File: src/sv/porc_pkg.sv
// Shared types, selector codes and post-divider table for the PLL output rate calculator.
package porc_pkg;

    typedef struct packed {
        logic [4:0]  output_select;
        logic [31:0] parent_rate;
        logic [31:0] base_word;
        logic [31:0] misc_word;
        logic [31:0] divider_word;
    } in_word_t;

    typedef struct packed {
        logic [39:0] output_rate;
        logic        divide_error;
    } out_word_t;

    // Controls carried alongside the first divider
    typedef struct packed {
        logic [7:0] mul_n;
        logic [7:0] div2;
        logic [4:0] shift;
        logic       zero;
        logic       err;
    } ctl1_t;

    // Controls carried alongside the second divider
    typedef struct packed {
        logic [4:0] shift;
        logic       zero;
        logic       err;
    } ctl2_t;

    localparam int unsigned OUT_BITS = 40;

    localparam logic [4:0] SEL_BASE0   = 5'd0;
    localparam logic [4:0] SEL_DIVB1   = 5'd1;
    localparam logic [4:0] SEL_BASE2   = 5'd2;
    localparam logic [4:0] SEL_BASE3   = 5'd3;
    localparam logic [4:0] SEL_BASE4   = 5'd4;
    localparam logic [4:0] SEL_BASE5   = 5'd5;
    localparam logic [4:0] SEL_DIVM6   = 5'd6;
    localparam logic [4:0] SEL_VCO7    = 5'd7;
    localparam logic [4:0] SEL_DIVM8   = 5'd8;
    localparam logic [4:0] SEL_SHIFT9  = 5'd9;
    localparam logic [4:0] SEL_DIVM10  = 5'd10;
    localparam logic [4:0] SEL_DIVH11  = 5'd11;
    localparam logic [4:0] SEL_DIVH12  = 5'd12;
    localparam logic [4:0] SEL_PLLE13  = 5'd13;
    localparam logic [4:0] SEL_PLLEP14 = 5'd14;
    localparam logic [4:0] SEL_DIVB15  = 5'd15;
    localparam logic [4:0] SEL_C4VCO16 = 5'd16;
    localparam logic [4:0] SEL_C4P17   = 5'd17;
    localparam logic [4:0] SEL_THIRD18 = 5'd18;
    localparam logic [4:0] SEL_FIFTH19 = 5'd19;
    localparam logic [4:0] SEL_DIVB20  = 5'd20;

    // Post-divider table indexed by the P field
    function automatic logic [7:0] post_div(input logic [4:0] p);
        logic [7:0] d;
        case (p)
            5'd0:    d = 8'd1;
            5'd1:    d = 8'd2;
            5'd2:    d = 8'd3;
            5'd3:    d = 8'd4;
            5'd4:    d = 8'd5;
            5'd5:    d = 8'd6;
            5'd6:    d = 8'd8;
            5'd7:    d = 8'd10;
            5'd8:    d = 8'd12;
            5'd9:    d = 8'd16;
            5'd10:   d = 8'd12;
            5'd11:   d = 8'd16;
            5'd12:   d = 8'd20;
            5'd13:   d = 8'd24;
            5'd14:   d = 8'd32;
            default: d = 8'd1;
        endcase
        return d;
    endfunction

endpackage

File: src/sv/porc_div.sv
// Pipelined restoring divider: wide dividend by an 8-bit divisor, K quotient bits per stage.
module porc_div
    import porc_pkg::*;
#(
    parameter int unsigned W  = 32,
    parameter int unsigned K  = 4,
    parameter int unsigned SW = 8
)(
    input  logic          clk,
    input  logic          rst_n,
    input  logic          en,
    input  logic          in_vld,
    input  logic [W-1:0]  in_num,
    input  logic [7:0]    in_dvs,
    input  logic [SW-1:0] in_side,
    output logic          out_vld,
    output logic [W-1:0]  out_quo,
    output logic [SW-1:0] out_side
);

    localparam int unsigned STG = (W + K - 1) / K;
    localparam int unsigned WP  = STG * K;

    logic          vld_reg  [STG];
    logic [WP-1:0] num_reg  [STG];
    logic [7:0]    rem_reg  [STG];
    logic [7:0]    dvs_reg  [STG];
    logic [SW-1:0] side_reg [STG];

    for (genvar s = 0; s < STG; s++)
    begin : g_stage
        logic          src_vld;
        logic [WP-1:0] src_num;
        logic [7:0]    src_rem;
        logic [7:0]    src_dvs;
        logic [SW-1:0] src_side;
        logic [WP-1:0] num_next;
        logic [7:0]    rem_next;

        if (s == 0)
        begin : g_first
            assign src_vld  = in_vld;
            assign src_num  = WP'(in_num);
            assign src_rem  = 8'd0;
            assign src_dvs  = in_dvs;
            assign src_side = in_side;
        end
        else
        begin : g_rest
            assign src_vld  = vld_reg[s-1];
            assign src_num  = num_reg[s-1];
            assign src_rem  = rem_reg[s-1];
            assign src_dvs  = dvs_reg[s-1];
            assign src_side = side_reg[s-1];
        end

        // Shift in K dividend bits, subtract where the divisor fits
        always_comb
        begin
            logic [WP-1:0] n;
            logic [8:0]    r;
            n = src_num;
            r = {1'b0, src_rem};
            for (int k = 0; k < K; k++)
            begin
                r = {r[7:0], n[WP-1]};
                n = {n[WP-2:0], 1'b0};
                if (r >= {1'b0, src_dvs})
                begin
                    r    = r - {1'b0, src_dvs};
                    n[0] = 1'b1;
                end
            end
            num_next = n;
            rem_next = r[7:0];
        end

        // Advance the valid bit
        always_ff @(posedge clk or negedge rst_n)
        begin
            if (!rst_n)
                vld_reg[s] <= 1'b0;
            else if (en)
                vld_reg[s] <= src_vld;
        end

        // Advance the payload
        always_ff @(posedge clk)
        begin
            if (en)
            begin
                num_reg[s]  <= num_next;
                rem_reg[s]  <= rem_next;
                dvs_reg[s]  <= src_dvs;
                side_reg[s] <= src_side;
            end
        end
    end

    assign out_vld  = vld_reg[STG-1];
    assign out_quo  = num_reg[STG-1][W-1:0];
    assign out_side = side_reg[STG-1];

endmodule

File: src/sv/pll_output_rate_calculator_core.sv
// Top level of the PLL output rate calculator: decode, two dividers, multiply, output stage.
//
//  channel | direction | handshake              | word
//  in      | input     | in_valid / in_ready    | in_word_t  (selector, parent, three registers)
//  out     | output    | out_valid / out_ready  | out_word_t (rate, divide error)
//
// One word enters per cycle when the output is free or being taken.
// Each word passes the decode register, the first divider, the multiply register, the second
// divider and the output register; both dividers retire four quotient bits per stage.
// A stall on out freezes every stage at once; nothing is dropped or repeated.
// Reset clears the valid bits only; the payload registers are not reset.
module pll_output_rate_calculator_core
    import porc_pkg::*;
#(
    parameter int unsigned RATE_BITS = 32
)(
    input  logic      clk,
    input  logic      rst_n,
    input  logic      in_valid,
    output logic      in_ready,
    input  in_word_t  in_word,
    output logic      out_valid,
    input  logic      out_ready,
    output out_word_t out_word
);

    localparam int unsigned W  = RATE_BITS;
    localparam int unsigned W2 = RATE_BITS + 8;
    localparam int unsigned WX = W2 + OUT_BITS;

    logic en;
    assign en       = !out_valid || out_ready;
    assign in_ready = en;

    // ---------------- Decode stage ----------------
    logic [W+31:0] parent_wide;
    logic [W-1:0]  parent;
    logic [7:0]    m_fld;
    logic [7:0]    d1_next;
    ctl1_t         ctl_next;

    assign parent_wide = {{W{1'b0}}, in_word.parent_rate};
    assign parent      = parent_wide[W-1:0];
    assign m_fld       = in_word.base_word[7:0];

    always_comb
    begin
        logic [31:0] b;
        logic [31:0] mi;
        logic [31:0] dw;
        logic        use_m;
        b  = in_word.base_word;
        mi = in_word.misc_word;
        dw = in_word.divider_word;
        use_m          = 1'b0;
        d1_next        = 8'd1;
        ctl_next.mul_n = 8'd1;
        ctl_next.div2  = 8'd1;
        ctl_next.shift = 5'd0;
        ctl_next.zero  = 1'b0;
        ctl_next.err   = 1'b0;
        case (in_word.output_select) inside
            SEL_BASE0, SEL_BASE2, SEL_BASE3, SEL_BASE4, SEL_BASE5:
            begin
                if (!b[31])
                begin
                    use_m          = 1'b1;
                    ctl_next.mul_n = b[17:10];
                    ctl_next.div2  = post_div(b[24:20]);
                end
            end
            SEL_DIVB1, SEL_DIVB15, SEL_DIVB20:
                if (!dw[16]) d1_next = {1'b0, dw[15:9]} + 8'd1;
            SEL_DIVM6, SEL_DIVM8, SEL_DIVM10:
            begin
                if (!(((in_word.output_select == SEL_DIVM6) && mi[30]) ||
                      ((in_word.output_select == SEL_DIVM8) && mi[24]) ||
                      ((in_word.output_select == SEL_DIVM10) && mi[26])))
                    d1_next = {1'b0, dw[15:9]} + 8'd1;
            end
            SEL_DIVH11:
                if (!mi[27]) d1_next = {1'b0, dw[31:25]} + 8'd1;
            SEL_DIVH12:
                if (!mi[30]) d1_next = {1'b0, dw[31:25]} + 8'd1;
            SEL_VCO7:
            begin
                if (!b[31])
                begin
                    use_m          = 1'b1;
                    ctl_next.mul_n = b[17:10];
                end
            end
            SEL_SHIFT9:
                ctl_next.shift = b[24:20];
            SEL_PLLE13:
            begin
                use_m          = 1'b1;
                ctl_next.mul_n = b[15:8];
                ctl_next.shift = b[29] ? 5'd1 : 5'd2;
            end
            SEL_PLLEP14:
                ctl_next.div2 = post_div(b[28:24]);
            SEL_C4VCO16:
            begin
                if (!b[31])
                begin
                    use_m          = 1'b1;
                    ctl_next.mul_n = b[15:8];
                end
            end
            SEL_C4P17:
                ctl_next.div2 = post_div(b[23:19]);
            SEL_THIRD18:
                d1_next = 8'd3;
            SEL_FIFTH19:
                d1_next = 8'd5;
            default:
                ctl_next.zero = 1'b1;
        endcase
        // Drop to zero with an error when M is needed and missing
        if (use_m)
        begin
            if (m_fld == 8'd0)
            begin
                ctl_next.zero = 1'b1;
                ctl_next.err  = 1'b1;
            end
            else
                d1_next = m_fld;
        end
    end

    logic         dec_vld_reg;
    logic [W-1:0] dec_parent_reg;
    logic [7:0]   dec_d1_reg;
    ctl1_t        dec_ctl_reg;

    always_ff @(posedge clk or negedge rst_n)
    begin
        if (!rst_n)
            dec_vld_reg <= 1'b0;
        else if (en)
            dec_vld_reg <= in_valid;
    end

    always_ff @(posedge clk)
    begin
        if (en)
        begin
            dec_parent_reg <= parent;
            dec_d1_reg     <= d1_next;
            dec_ctl_reg    <= ctl_next;
        end
    end

    // ---------------- First divider ----------------
    logic                d1_vld;
    logic [W-1:0]        d1_quo;
    logic [$bits(ctl1_t)-1:0] d1_side;
    ctl1_t               d1_ctl;

    porc_div #(.W(W), .K(4), .SW($bits(ctl1_t))) u_div1 (
        .clk      (clk),
        .rst_n    (rst_n),
        .en       (en),
        .in_vld   (dec_vld_reg),
        .in_num   (dec_parent_reg),
        .in_dvs   (dec_d1_reg),
        .in_side  (dec_ctl_reg),
        .out_vld  (d1_vld),
        .out_quo  (d1_quo),
        .out_side (d1_side)
    );

    assign d1_ctl = ctl1_t'(d1_side);

    // ---------------- Multiply by N ----------------
    logic          mul_vld_reg;
    logic [W2-1:0] mul_prod_reg;
    logic [7:0]    mul_div2_reg;
    ctl2_t         mul_ctl_reg;

    always_ff @(posedge clk or negedge rst_n)
    begin
        if (!rst_n)
            mul_vld_reg <= 1'b0;
        else if (en)
            mul_vld_reg <= d1_vld;
    end

    always_ff @(posedge clk)
    begin
        if (en)
        begin
            mul_prod_reg      <= W2'(d1_quo) * W2'(d1_ctl.mul_n);
            mul_div2_reg      <= d1_ctl.div2;
            mul_ctl_reg.shift <= d1_ctl.shift;
            mul_ctl_reg.zero  <= d1_ctl.zero;
            mul_ctl_reg.err   <= d1_ctl.err;
        end
    end

    // ---------------- Second divider ----------------
    logic                d2_vld;
    logic [W2-1:0]       d2_quo;
    logic [$bits(ctl2_t)-1:0] d2_side;
    ctl2_t               d2_ctl;

    porc_div #(.W(W2), .K(4), .SW($bits(ctl2_t))) u_div2 (
        .clk      (clk),
        .rst_n    (rst_n),
        .en       (en),
        .in_vld   (mul_vld_reg),
        .in_num   (mul_prod_reg),
        .in_dvs   (mul_div2_reg),
        .in_side  (mul_ctl_reg),
        .out_vld  (d2_vld),
        .out_quo  (d2_quo),
        .out_side (d2_side)
    );

    assign d2_ctl = ctl2_t'(d2_side);

    // ---------------- Output stage: shift, zero, saturate ----------------
    logic [WX-1:0]       shifted;
    logic [OUT_BITS-1:0] rate_next;

    assign shifted = WX'(d2_quo) >> d2_ctl.shift;

    always_comb
    begin
        if (d2_ctl.zero)
            rate_next = '0;
        else if (|shifted[WX-1:OUT_BITS])
            rate_next = '1;
        else
            rate_next = shifted[OUT_BITS-1:0];
    end

    logic      out_vld_reg;
    out_word_t out_word_reg;

    always_ff @(posedge clk or negedge rst_n)
    begin
        if (!rst_n)
            out_vld_reg <= 1'b0;
        else if (en)
            out_vld_reg <= d2_vld;
    end

    always_ff @(posedge clk)
    begin
        if (en)
        begin
            out_word_reg.output_rate  <= rate_next;
            out_word_reg.divide_error <= d2_ctl.err;
        end
    end

    assign out_valid = out_vld_reg;
    assign out_word  = out_word_reg;

`ifndef ASSERT_OFF
    a_err_zero: assert property (@(posedge clk) disable iff (!rst_n)
        out_valid && out_word.divide_error |-> out_word.output_rate == '0)
        else $error("divide error with nonzero rate");

    a_ready_free: assert property (@(posedge clk) disable iff (!rst_n)
        !out_valid |-> in_ready)
        else $error("input stalled while output empty");

    a_hold_stall: assert property (@(posedge clk) disable iff (!rst_n)
        !in_ready |=> $stable(out_word) && out_valid)
        else $error("output changed during stall");

    a_err_cause: assert property (@(posedge clk) disable iff (!rst_n)
        d2_vld && d2_ctl.err |-> d2_ctl.zero)
        else $error("error flag without zero force");
`endif

endmodule

File: config.mk
export PLATFORM = sky130hd
export DESIGN_NAME = pll_output_rate_calculator_core
export DESIGN_NICKNAME = d
export VERILOG_FILES = /design/src/sv/porc_pkg.sv /design/src/sv/porc_div.sv /design/src/sv/pll_output_rate_calculator_core.sv
export SDC_FILE = /design/constraint.sdc
export NUM_CORES = 2
export LEC_CHECK = 0
export BUFFER_PORTS_ARGS = -buffer_cell sky130_fd_sc_hd__clkbuf_2
export CORE_MARGIN = 10
export CORE_UTILIZATION = 50
export CTS_CLUSTER_SIZE = 10
export DETAILED_ROUTE_END_ITERATION = 7
export PLACE_DENSITY_LB_ADDON = 0.3
export SKIP_LAST_GASP = 1
export SLEW_MARGIN = 0
export SYNTH_ARGS = -nofsm -noshare
export SYNTH_HDL_FRONTEND = slang
export SYNTH_SLANG_ARGS = --single-unit
File: constraint.sdc
create_clock -name clk -period 36.7 [get_ports clk]
set_input_delay 1.835 -clock clk [delete_from_list [all_inputs] [get_ports clk]]
set_output_delay 1.835 -clock clk [all_outputs]
set_load 0.02 [all_outputs]
==> results.ini <==
[critical_path]
crit_family=compound AO/OA/AOI/OAI gates
cp_data_arrival_time_ns=11.51
cp-start-kind=flop
cp.required_ns=37.23
crit_type=reg2reg
cp_max_fo=14
cp-end-kind=flop
crit_top_cell=o21ai_0
path_buf_inv=4
slowest_delay_ns=0.75
critPathSlowestCell=a2111oi_2

[drt]
drc_errors=0
viasPerCell=5.462
drtIter0Drc=2781
wire_per_inst_um=15.70
drt-total-wl_um=136300
drtPass1Iterations=5
vias=47420
ant_nets=0

[global_routing]
grt_pass1_vias=47190
grt_max_degree=189
gr-total-overflow=0
antenna_found_initial=1
globalRouteTotalUtil_pct=15.89
grt_pass1_wl_um=229300

[synthesis]
synth_fp_nets=7326
synth_edf_count=1287
ys.flop_type=edfxtp_1
yosysMostFrequentCell=edfxtp_1
synth_area_mm2=0.07688
ys_seq_area_share_pct=50.95
ys_ff_latch=1308
synthArstFlopShare_pct=1.606
ys_warn_count=0
synth_common_cells=edfxtp_1, inv_1, ha_1
syn_area_per_cell_um2=12.05
synthCells=6381
synth_top_area_share_pct=50.27
yosysTopAreaCell=edfxtp_1
synth_area_leaders=edfxtp_1, ha_1, fa_1
netlist-cell-type-count=108

[clocking]
cts_setup_buffers=0
cts.sinks=1308
cts_resized=0
cts_tree=built
htree_levels=4
clockBufferDepth=3
cts.clk_slew.worst_paths_ns=0.05
holdBufCountCts=0
cts-root-buf=clkbuf_16
numCtsBuffers=156
clock_latency_ns=0.78

[place]
gp_congestion=0.8784
place_inst=8466
post-dp-hpwl_um=100800
portBuffers=132

[finish]
area_growth_pct=9.933
largest_reg_flops=400
fin_cells=8682
final_core_util_pct=55.44
fillCellCount=12520
diodes=0
drive_gt1_share_pct=10.03
nNetsFinal=7539

[floorplanning]
die_area_mm2=0.1698
core_mm2=0.1524
initial_core_util_pct=50.43
die_x_um=412.1
die_y_um=412.1
io_pins=180
rows=143

[timing]
final.setup.tns_ns=0
fin_crit_sh_pct=29.93
rsz0062_at_grt=no
final-hold-violation-count=0
skew_ns=0.02935
period_needed_ns=10.99
tightest_slew_ns=1.033
whs_ns=0.3976
finalSetupViolCount=0
max-slew-margin-rel_pct=31.12
timing.fmax_ghz=0.09103
slew_viol_final=0

[job]
maxCapViolations=0

[min_path]
hold_path_class=reg2reg

[outcome]
status=complete, no violations

[per-stage QoR]
stage          area (um^2)  worst slack [ns]
2_1_floorplan        76890            0.8837
3_5_place_dp         79970             25.76
5_1_grt              84510             24.81
4_1_cts              84510             25.72
3_3_place_gp         79970             26.02
6_report             84510             25.71
[final timing paths]
kind,end,start,slack (ns),depth (start not counted)
worst max-delay path,u_div1.rem_reg[0][9],u_div1.dvs_reg[0][1],25.71,42
worst max register to register,u_div1.rem_reg[0][9],u_div1.dvs_reg[0][1],25.71,42
max in group asynchronous,u_div2.g_stage[6].src_vld,rst_n,35.32,1
worst min register to register,mul_div2_reg[3],u_div1.side_reg[1][79],0.40,0
worst min-delay path,mul_div2_reg[3],u_div1.side_reg[1][79],0.40,0
min in group asynchronous,u_div2.g_stage[4].src_vld,rst_n,1.03,1
[layout make-up]
class	count	area, um^2	share of cell area (%)
repair buffers	174	1001	1.184
inverters	653	2451	2.900
well taps	2030	2540	3.005
multi-input cells	4301	34800	41.18
clock buffers	181	4019	4.755
flip-flops and latches	1308	39170	46.35
clock inverters	35	530.5	0.6277
[worst register-to-register path: cells and delay by family, from the launching register on]
kind                     cells  cell delay, ns
AO/OA/AOI/OAI               25            6.42
AND/OR/NAND/NOR              7            1.27
adder cells (fa/ha/maj)      4            1.24
multiplexers                 2            0.76
buffers and inverters        4            0.58
flip-flops                   1            0.50
[cell families (layout without fill, tap and decap cells)]
family	count (synthesis)	count (layout)	synth area share, %
simple gates	1580	1580	10.15
flops	1308	1308	50.95
compound gates	1241	1241	10.39
fa+ha+maj	808	808	15.57
buf+inv	772	1043	3.799
mux	372	372	5.716
xor+xnor	300	300	3.418
[routing by layer]
metal  share of wire (%)  vias up  global-route usage (%)  wire length, um
met4                 2.5        0                   5.157             3371
met3                 4.2      245                   2.675             5710
met5                   0        -                       0                0
li1                    -    23470                       -                -
met2                  47      860                   25.87            63920
met1                  46    22850                   21.66            63290
[cell usage in the layout (no fill, tap or decap), types with 89 or more instances in the layout]
master | synthesis | final
ha_1 | 560 | 560
clkbuf_16 | 0 | 157
nor2b_1 | 115 | 115
o21ai_0 | 317 | 317
clkbuf_2 | 0 | 132
and2_1 | 140 | 140
mux2_2 | 198 | 198
nand3_1 | 89 | 89
nor2_1 | 377 | 377
xor2_1 | 128 | 128
fa_1 | 248 | 248
inv_1 | 644 | 644
a21oi_1 | 317 | 317
mux2i_1 | 119 | 119
edfxtp_1 | 1287 | 1287
nand2_1 | 504 | 504
a21o_1 | 140 | 140
xnor2_1 | 172 | 172
Power is left out: the tool's default activity adds up to more than one toggle a clock period on the data nets, which glitch-free logic cannot reach.
